`src/design/gisc_pkg.sv`:
```
// shared types and constants for the greedy independent-set colouring block
// no dependencies; imported by the controller, the datapath and the top level
package gisc_pkg;

  // fixed field widths
  localparam int ROW_INDEX_W = 5;
  localparam int ROW_BITS_W  = 32;
  localparam int COLOR_W     = 5;
  localparam int MASK_W      = 32;
  localparam int CFG_W       = 6;
  localparam int IN_DATA_W   = 40;
  localparam int OUT_DATA_W  = 40;

  // action codes carried on the input tuser
  localparam logic ACT_LOAD = 1'b0;
  localparam logic ACT_RUN  = 1'b1;

  // commands from controller to datapath
  typedef struct packed {
    logic load;      // write one adjacency row
    logic run;       // clear masks, start the first set
    logic step;      // examine the current vertex
    logic next_set;  // start the following set
  } gisc_cmd_t;

  // status from datapath to controller
  typedef struct packed {
    logic scan_last;   // current vertex is the last one in use
    logic count_zero;  // no vertices in use
    logic last_set;    // the set on the output is the last one: all vertices are now coloured
  } gisc_status_t;

endpackage

```
`src/design/gisc_ctrl.sv`:
```
// controller state machine for the greedy independent-set colouring block
// depends on gisc_pkg for the command and status structs
module gisc_ctrl (
  input  logic                  clk,
  input  logic                  rst_n,
  input  logic                  in_tvalid,
  input  logic                  in_action,
  output logic                  in_tready,
  input  logic                  out_tready,
  output logic                  out_tvalid,
  input  gisc_pkg::gisc_status_t status,
  output gisc_pkg::gisc_cmd_t    cmd
);
  import gisc_pkg::*;

  typedef enum logic [1:0] {
    ST_IDLE,
    ST_SCAN,
    ST_EMIT
  } state_t;

  state_t state_r;
  logic   out_valid_r;
  logic   in_fire;
  logic   out_fire;

  assign in_tready  = (state_r == ST_IDLE);
  assign out_tvalid = out_valid_r;
  assign in_fire    = in_tvalid && in_tready;
  assign out_fire   = out_valid_r && out_tready;

  // command decode
  always_comb begin
    cmd          = '0;
    cmd.load     = in_fire && (in_action == ACT_LOAD);
    cmd.run      = in_fire && (in_action == ACT_RUN);
    cmd.step     = (state_r == ST_SCAN);
    cmd.next_set = (state_r == ST_EMIT) && out_fire && !status.last_set;
  end

  // state and registered output valid
  always_ff @(posedge clk) begin
    if (!rst_n) begin
      state_r     <= ST_IDLE;
      out_valid_r <= 1'b0;
    end else begin
      unique case (state_r)
        ST_IDLE: begin
          if (in_fire && (in_action == ACT_RUN) && !status.count_zero) begin
            state_r <= ST_SCAN;
          end
        end
        ST_SCAN: begin
          if (status.scan_last) begin
            state_r     <= ST_EMIT;
            out_valid_r <= 1'b1;
          end
        end
        ST_EMIT: begin
          if (out_fire) begin
            out_valid_r <= 1'b0;
            state_r     <= status.last_set ? ST_IDLE : ST_SCAN;
          end
        end
        default: begin
          state_r     <= ST_IDLE;
          out_valid_r <= 1'b0;
        end
      endcase
    end
  end

endmodule

```
`src/design/gisc_datapath.sv`:
```
// datapath: adjacency store, set masks, vertex scan and result register
// depends on gisc_pkg for widths and the command and status structs
module gisc_datapath #(
  parameter int MAX_VERTICES = 32
) (
  input  logic                               clk,
  input  logic                               rst_n,
  input  logic                               cfg_wr_en,
  input  logic [gisc_pkg::CFG_W-1:0]         cfg_wr_data,
  input  logic [gisc_pkg::ROW_INDEX_W-1:0]   in_row_index,
  input  logic [gisc_pkg::ROW_BITS_W-1:0]    in_row_bits,
  input  gisc_pkg::gisc_cmd_t                cmd,
  output gisc_pkg::gisc_status_t             status,
  output logic [gisc_pkg::COLOR_W-1:0]       out_color_index,
  output logic [gisc_pkg::MASK_W-1:0]        out_member_mask,
  output logic                               out_last_set
);
  import gisc_pkg::*;

  localparam int VLIMIT = (MAX_VERTICES < 32) ? MAX_VERTICES : 32;
  localparam int VW     = $clog2(VLIMIT);
  localparam int NW     = $clog2(VLIMIT + 1);

  logic [VLIMIT-1:0]  adj_r [VLIMIT];
  logic [CFG_W-1:0]   vertex_count_r;
  logic [VLIMIT-1:0]  assigned_r;
  logic [VLIMIT-1:0]  blocked_r;
  logic [VLIMIT-1:0]  members_r;
  logic [VW-1:0]      v_r;
  logic [COLOR_W-1:0] color_r;
  logic [VLIMIT-1:0]  out_mask_r;
  logic [COLOR_W-1:0] out_color_r;
  logic               out_last_r;

  logic [NW-1:0]      n_active;
  logic [VLIMIT-1:0]  full_mask;
  logic [VLIMIT-1:0]  col_bits;
  logic [VLIMIT-1:0]  nbr_mask;
  logic [VLIMIT-1:0]  v_bit;
  logic               take;
  logic [VLIMIT-1:0]  members_step;
  logic [VLIMIT-1:0]  blocked_step;
  logic [VLIMIT-1:0]  assigned_step;
  logic               scan_last;
  logic               row_ok;

  // vertices in use, saturated to the store size
  always_comb begin
    if (vertex_count_r > CFG_W'(VLIMIT)) begin
      n_active = NW'(VLIMIT);
    end else begin
      n_active = NW'(vertex_count_r);
    end
  end

  always_comb begin
    for (int i = 0; i < VLIMIT; i++) begin
      full_mask[i] = (NW'(i) < n_active);
    end
  end

  // neighbours of the current vertex: its row or its column
  always_comb begin
    for (int i = 0; i < VLIMIT; i++) begin
      col_bits[i] = adj_r[i][v_r];
    end
  end

  assign nbr_mask      = adj_r[v_r] | col_bits;
  assign v_bit         = VLIMIT'(1) << v_r;
  assign take          = !blocked_r[v_r];
  assign members_step  = take ? (members_r | v_bit) : members_r;
  assign blocked_step  = take ? (blocked_r | v_bit | nbr_mask) : blocked_r;
  assign assigned_step = assigned_r | members_step;
  assign scan_last     = ((NW'(v_r) + NW'(1)) == n_active);
  assign row_ok        = ({1'b0, in_row_index} < (ROW_INDEX_W + 1)'(VLIMIT));

  // adjacency store, written one row per load item
  always_ff @(posedge clk) begin
    if (cmd.load && row_ok) begin
      adj_r[in_row_index[VW-1:0]] <= in_row_bits[VLIMIT-1:0];
    end
  end

  // vertex count register
  always_ff @(posedge clk) begin
    if (!rst_n) begin
      vertex_count_r <= CFG_W'(32);
    end else if (cfg_wr_en) begin
      vertex_count_r <= cfg_wr_data;
    end
  end

  // set masks and scan position
  always_ff @(posedge clk) begin
    if (!rst_n) begin
      assigned_r <= '0;
      blocked_r  <= '0;
      members_r  <= '0;
      v_r        <= '0;
      color_r    <= '0;
    end else begin
      priority if (cmd.run) begin
        assigned_r <= '0;
        blocked_r  <= '0;
        members_r  <= '0;
        v_r        <= '0;
        color_r    <= '0;
      end else if (cmd.next_set) begin
        blocked_r <= assigned_r;
        members_r <= '0;
        v_r       <= '0;
        color_r   <= color_r + COLOR_W'(1);
      end else if (cmd.step) begin
        blocked_r <= blocked_step;
        members_r <= members_step;
        v_r       <= v_r + VW'(1);
        if (scan_last) begin
          assigned_r <= assigned_step;
        end
      end
    end
  end

  // result register, loaded when a set is complete
  always_ff @(posedge clk) begin
    if (cmd.step && scan_last) begin
      out_mask_r  <= members_step;
      out_color_r <= color_r;
      out_last_r  <= (assigned_step == full_mask);
    end
  end

  assign out_color_index   = out_color_r;
  assign out_member_mask   = MASK_W'(out_mask_r);
  assign out_last_set      = out_last_r;

  assign status.scan_last  = scan_last;
  assign status.count_zero = (vertex_count_r == '0);
  assign status.last_set   = out_last_r;

endmodule

```
`src/design/greedy_independent_set_coloring.sv`:
```
// greedy colouring by maximal independent sets; a load item writes one adjacency row
// a run scans one vertex per cycle: each set scans every vertex in use
// (vertex_count capped at the store size), then waits for the output handshake
// one item is worked on at a time; input is taken again once the last set is gone
// synchronous active-low reset: vertex count 32, masks cleared, adjacency undefined
// depends on gisc_pkg, gisc_ctrl and gisc_datapath
module greedy_independent_set_coloring #(
  parameter int MAX_VERTICES = 32
) (
  input  logic                              clk,
  input  logic                              rst_n,
  // configuration: vertex_count
  input  logic                              cfg_wr_en,
  input  logic [gisc_pkg::CFG_W-1:0]        cfg_wr_data,
  // input item
  input  logic                              in_tvalid,
  output logic                              in_tready,
  input  logic [gisc_pkg::IN_DATA_W-1:0]    in_tdata,   // row_index[4:0], row_bits[36:5]
  input  logic                              in_tuser,   // action
  // result item
  output logic                              out_tvalid,
  input  logic                              out_tready,
  output logic [gisc_pkg::OUT_DATA_W-1:0]   out_tdata,  // color_index[4:0], member_mask[36:5]
  output logic                              out_tlast   // last_set
);
  import gisc_pkg::*;

  gisc_cmd_t          cmd;
  gisc_status_t       status;
  logic [COLOR_W-1:0] color_index;
  logic [MASK_W-1:0]  member_mask;

  // sequencing
  gisc_ctrl u_ctrl (
    .clk        (clk),
    .rst_n      (rst_n),
    .in_tvalid  (in_tvalid),
    .in_action  (in_tuser),
    .in_tready  (in_tready),
    .out_tready (out_tready),
    .out_tvalid (out_tvalid),
    .status     (status),
    .cmd        (cmd)
  );

  // storage and scan
  gisc_datapath #(
    .MAX_VERTICES (MAX_VERTICES)
  ) u_datapath (
    .clk             (clk),
    .rst_n           (rst_n),
    .cfg_wr_en       (cfg_wr_en),
    .cfg_wr_data     (cfg_wr_data),
    .in_row_index    (in_tdata[ROW_INDEX_W-1:0]),
    .in_row_bits     (in_tdata[ROW_INDEX_W+ROW_BITS_W-1:ROW_INDEX_W]),
    .cmd             (cmd),
    .status          (status),
    .out_color_index (color_index),
    .out_member_mask (member_mask),
    .out_last_set    (out_tlast)
  );

  assign out_tdata = {{(OUT_DATA_W-MASK_W-COLOR_W){1'b0}}, member_mask, color_index};

endmodule

```
`config.mk`:
```
export PLATFORM = sky130hd
export DESIGN_NAME = greedy_independent_set_coloring
export DESIGN_NICKNAME = d
export VERILOG_FILES = /design/src/design/gisc_pkg.sv /design/src/design/gisc_ctrl.sv /design/src/design/gisc_datapath.sv /design/src/design/greedy_independent_set_coloring.sv
export SDC_FILE = /design/constraint.sdc
export NUM_CORES = 2
export LEC_CHECK = 0
export ABC_CLOCK_PERIOD_IN_PS = 4000
export BUFFER_PORTS_ARGS = -buffer_cell sky130_fd_sc_hd__buf_2
export CORE_ASPECT_RATIO = 0.9
export CORE_MARGIN = 3
export CORE_UTILIZATION = 50
export CTS_CLUSTER_DIAMETER = 120
export DETAILED_ROUTE_END_ITERATION = 8
export PLACE_DENSITY = 0.68
export SYNTH_ARGS = -nofsm -noshare
export SYNTH_HDL_FRONTEND = slang
export SYNTH_HIERARCHICAL = 1
export SYNTH_SLANG_ARGS = --single-unit
```
`constraint.sdc`:
```
create_clock -name clk -period 4 [get_ports clk]
set_input_delay 0.4 -clock clk [delete_from_list [all_inputs] [get_ports clk]]
set_output_delay 0.4 -clock clk [all_outputs]
set_load 0.1 [all_outputs]
```
# Yosys cells after proc, flatten, opt, wreduce, memory -nomap -nowiden
# Memories as Yosys holds them, arrays and structs flattened. A register that Yosys moved wholly into a read port is not among the register bits.
# Index checks and enable logic that the tools add are counted.
[word_totals]
output_inout_bits = 43
ff_bits = 153
ramBits = 1024
elab_cells = 169
input_bits = 52
n_memories = 1
[memory_table]
columns = ["name", "depth", "word_bits", "rd", "rd_ports_with_merged_regs", "write_ports", "line_no", "source"]
rows = [
  ["u_datapath.adj_r", 32, 32, 33, 1, 1, "gisc_datapath.sv:24", "logic [VLIMIT-1:0] adj_r [VLIMIT];"],
]
[op_classes]
mux = 83
bitwise = 9
n_addsub = 3
n_eq_ne = 8
n_reduce_logical = 19
shift = 1
n_lt_le_gt_ge = 34
[op_table]
columns = ["op", "count"]
rows = [
  ["$bmux W1 S5", 33],
  ["$or A32 B32 Y32", 5],
  ["$mux W32", 4],
  ["$lt A5 B6 Y1 const A", 16],
  ["$lt A4 B6 Y1 const A", 8],
  ["$mux W1", 38],
  ["$eq A32 B32 Y1", 1],
  ["$shl A1 B5 Y32 const A", 1],
  ["$lt A3 B6 Y1 const A", 4],
  ["$lt A1 B6 Y1 const A", 2],
  ["$lt A2 B6 Y1 const A", 2],
  ["$add A5 B1 Y5 const B", 2],
  ["$mux W5", 2],
  ["$reduce_and A3 Y1", 3],
  ["$logic_and A1 B1 Y1", 8],
  ["$add A5 B1 Y6 const B", 1],
  ["$eq A6 B6 Y1", 1],
  ["$gt A6 B6 Y1 const B", 1],
  ["$logic_not A6 Y1", 1],
  ["$lt A5 B6 Y1 const B", 1],
  ["$mux W2", 3],
  ["$mux W6", 1],
  ["$ne A2 B2 Y1 const B", 3],
  ["$pmux W2 S3", 1],
  ["other kinds (11)", 15],
]

# Logic depth before layout (Yosys ltp)
# An unclocked memory read counts as a cell.
[logic_depth]
word_depth = 8
depth_mapped = 17
ltp_nobuf = 10

# Modules after synthesis
# Netlist, hierarchy kept.
[modules_own_cells]
columns = ["module", "area_each_um2", "cells_per_inst", "n_inst"]
rows = [
  ["gisc_datapath", 54288.3, 2803, 1],
  ["gisc_ctrl", 172.7, 19, 1],
  ["greedy_independent_set_coloring", 26.3, 4, 1],
]

# Worst setup path before layout
# OpenSTA, ideal clock, no wires.
[synth_path]
path_kind = "reg2reg"
start = "reg u_ctrl.state_r[0]"
end = "mem u_datapath/adj_r[12][0] (netlist name) (enable)"
slack_ps = -428
arrival_time_ps = 4007
synth_period_minus_slack_ps = 4428
n_path_buf = 1
path_stages_with_launch = 7
required_ps = 3579
cell_sequence = "dfxtp_1 > nor2_1 > nand2_1 > nor2_1 > or3b_2 > clkbuf_1 > nor2_1"
[synth_lines]
columns = ["element", "line_no", "source"]
rows = [
  ["start: declaration", "gisc_ctrl.sv:22", "state_t state_r;"],
  ["start signal: assignment", "gisc_ctrl.sv:62", "state_r <= status.last_set ? ST_IDLE : ST_SCAN;"],
  ["end: declaration", "gisc_datapath.sv:24", ""],
]

# Worst setup path after layout
[layout_path]
start = "reg u_datapath.v_r[0]"
end = "reg u_datapath.blocked_r[30]"
[layout_between]
elab_chain_len = 7
[layout_rtl]
columns = ["element", "line_no", "source"]
rows = [
  ["start: declaration", "gisc_datapath.sv:29", "logic [VW-1:0] v_r;"],
  ["start signal: assignment", "gisc_datapath.sv:117", "v_r <= v_r + VW'(1);"],
  ["$bmux W1 S5", "gisc_datapath.sv:65", "col_bits[i] = adj_r[i][v_r];"],
  ["$mux W1 (not written as such)", "gisc_datapath.sv:65", ""],
  ["$or A32 B32 Y32", "gisc_datapath.sv:69", "assign nbr_mask = adj_r[v_r] | col_bits;"],
  ["$or A32 B32 Y32", "gisc_datapath.sv:73", "assign blocked_step = take ? (blocked_r | v_bit | nbr_mask) : blocked_r;"],
  ["$mux W32", "gisc_datapath.sv:73", ""],
  ["$mux W32", "gisc_datapath.sv:114", "end else if (cmd.step) begin"],
  ["$mux W32", "gisc_datapath.sv:109", "end else if (cmd.next_set) begin"],
  ["end signal: assignment", "gisc_datapath.sv:110", "blocked_r <= assigned_r;"],
  ["end signal: assignment", "gisc_datapath.sv:115", "blocked_r <= blocked_step;"],
  ["end: declaration", "gisc_datapath.sv:27", "logic [VLIMIT-1:0] blocked_r;"],
]
# Several ways; a longest one is shown, not always the timed one. The select of a mux whose other input is x is not followed.
# A chain may end at the register's enable or synchronous reset.

==> results.tsv <==
metric	value	unit
status	finished clean	
min_to	u_datapath/vertex_count_r[3]	
place_inst	4266	
finalCritPeriodShare	87.7	%
synth_enable_flop_cells	1062	
stdcell_count	4497	
die_w	354	um
crit_fanout	45	
coreArea	108000	um2
relSlewSlack	23.4	%
p_leak	18.7	nW
cts_resized	0	
cts_buffers	118	
r2r_cells	7	
globalplace.congestion	0.926	
end_kind	flop	
synth-simple-area-share	3.41	%
grt_pass1_wl	233000	um
cts_tree	done	
rrSetupSlack	0.49	ns
timing.rr.start	u_datapath/v_r[0]	
whs_path_depth	3	
rsz0062_at_grt	false	
drive_gt1_share	36.5	%
yosysWarnings	6	
cp_data_arrival_time	4.08	ns
syn_area	54500	um2
finalSetupViolations	0	
wl	161000	um
worst_ep_required_time	4.58	ns
powerDensity	448	nW/um2
max_clock_freq	285	MHz
top_layer	met5	
synth_area_leaders	edfxtp_1, mux4_2, dfxtp_1, mux2i_1, nor2_1	
final_max_slew_viol_count	0	
r2r-end	u_datapath/blocked_r[30]	
dp_hpwl	110000	um
start_kind	flop	
clockBufferDepth	3	
min_path_type	in2reg	
fin_area	61500	um2
insertion_delay	0.72	ns
viasPerCell	7.03	
yosysSeqAreaShare	62.9	%
drtIter0Drc	4704	
cts_hold_buf	9	
layout.nets	3004	
grt_max_degree	67	
fill_cells	7834	
clk_pin_slew	0.06	ns
synth_fa_ha_area_share	0.161	%
cp-startpoint	u_datapath/v_r[0]	
postCtsSetupBuffers	0	
rows	114	
grt_pass1_vias	31216	
fin_util	57.1	%
vias	31608	
dieArea	113000	um2
drc	0	
detail_route.wl_per_cell	35.8	um
wl_met2	73500	um
wl_met3	20200	um
root_buffer	clkbuf_16	
final_hold_viol_count	0	
die_y	319	um
grt_usage	28.6	%
avgSynthCellArea	19.3	um2
worstMarginPinSlew	1.15	ns
cap_viol_max_count	0	
netlist-cell-type-count	87	
ios	95	
antenna_found_initial	11	
mostFrequentLayoutCells	edfxtp_1, mux4_2, nor2_1	
hold-worst-slack	0.112	ns
synth_top_family_by_area	multiplexers	
final_common_cell	edfxtp_1	
synthFlopType	edfxtp_1	
fin_skew	0.0309	ns
crit_type	reg2reg	
port-buffer-count	88	
wl_met1	61900	um
vdd.ir_drop.worst	0.339	mV
dr.pass1.iters	5	
synth-seq-cells	1182	
synth_xor_xnor_area_share	0.354	%
start_util	50.6	%
synthesis.instances	2826	
muxShareOfSynthArea	27.5	%
synth-compound-area-share	3.40	%
antenna_left	0	
ys_async_sr_fraction	0	%
htreeDepth	3	
dpl_cell_area	57200	um2
holdCritStartpoint	cfg_wr_en	
clock_sinks	1182	
synth_top_cell_by_area	edfxtp_1	
fin_crit	3.51	ns
area_delta_synth_final	12.8	%
overflow	0	
yosysTopAreaCellShare	58.5	%
-- kinds of logic after synthesis --
| family | count (synthesis) |
|---|---|
| muxes | 716 |
| xor gates and xnor gates | 22 |
| AOI/OAI and AO/OA | 276 |
| buffers and inverters | 244 |
| DFF | 1182 |
| other | 1 |
| and+or+nand+nor | 378 |
| adders and majority gates | 7 |
-- cell type report --
| class | count | area (um2) | share of cell area, % |
|---|---|---|---|
| tap | 1450 | 1810 | 2.95 |
| multi-input combinational | 1402 | 19200 | 31.3 |
| sequential | 1182 | 34300 | 55.8 |
| clock inverter | 81 | 1100 | 1.78 |
| clock buffer | 138 | 3070 | 5.00 |
| inverter | 22 | 82.6 | 0.134 |
| timing repair buffer | 219 | 1830 | 2.98 |
| antenna | 3 | 7.51 | 0.0122 |
-- worst max path at each step --
stage | end | slack (ns) | depth (start not counted)
floorplan | u_datapath/adj_r[12][0] | -0.43 | 6
global placement | u_datapath/assigned_r[31] | 0.69 | 11
detailed placement | u_datapath/assigned_r[29] | 0.57 | 11
CTS | u_datapath/assigned_r[26] | 0.54 | 11
global route | u_datapath/assigned_r[26] | 0.17 | 11
finish | u_datapath/blocked_r[30] | 0.49 | 7
-- registers in the layout, summed over array words and instances (netlist names), named ones only --
signal	flops
u_ctrl/out_tvalid	1
u_ctrl/state_r	2
u_datapath/adj_r	1024
u_datapath/assigned_r	32
u_datapath/blocked_r	32
u_datapath/color_r	5
u_datapath/members_r	32
u_datapath/out_color_index	5
u_datapath/out_last_set	1
u_datapath/out_member_mask	32
u_datapath/v_r	5
u_datapath/vertex_count_r	6
-- Yosys cell counts (25+ instances only) --
cell type	instances
mux2i_1	81
buf_2	96
dfxtp_1	120
nor2_1	160
mux4_2	625
o21ai_0	51
a211oi_1	25
nor3_1	44
edfxtp_1	1062
clkbuf_1	70
a21oi_1	84
nand2_1	50
-- critical path, cell delays in order (launching register included) --
cell and delay (ns):
dfxtp_4 0.63, buf_12 0.37, mux4_2 0.60, mux4_2 0.57, mux2i_1 0.55, a21oi_1 0.28
nor3_1 0.20, nor2_1 0.07
-- report_power, final --
| part | switching [mW] | leakage [nW] | internal [mW] |
|---|---|---|---|
| combinational | 1.26 | 6.13 | 0.867 |
| clock | 4.78 | 2.00 | 7.05 |
| sequential | 0.0839 | 10.5 | 13.5 |
| total | 6.13 | 18.7 | 21.4 |
-- layer usage --
metal	track usage [%]	vias up
met1	42.0	16808
met3	7.57	251
met2	42.9	2282
li1	-	12255
met5	0	-
met4	8.15	12
-- metrics by stage --
stage	setup TNS [ns]	total power, mW	setup WS (ns)
2_1_floorplan	-156.81	15.1	-0.428
3_3_place_gp	0	15.9	0.692
3_5_place_dp	0	15.9	0.574
4_1_cts	0	27.7	0.543
5_1_grt	0	28.3	0.171
6_report	0	27.6	0.491
(Power assumes the default switching activity.)
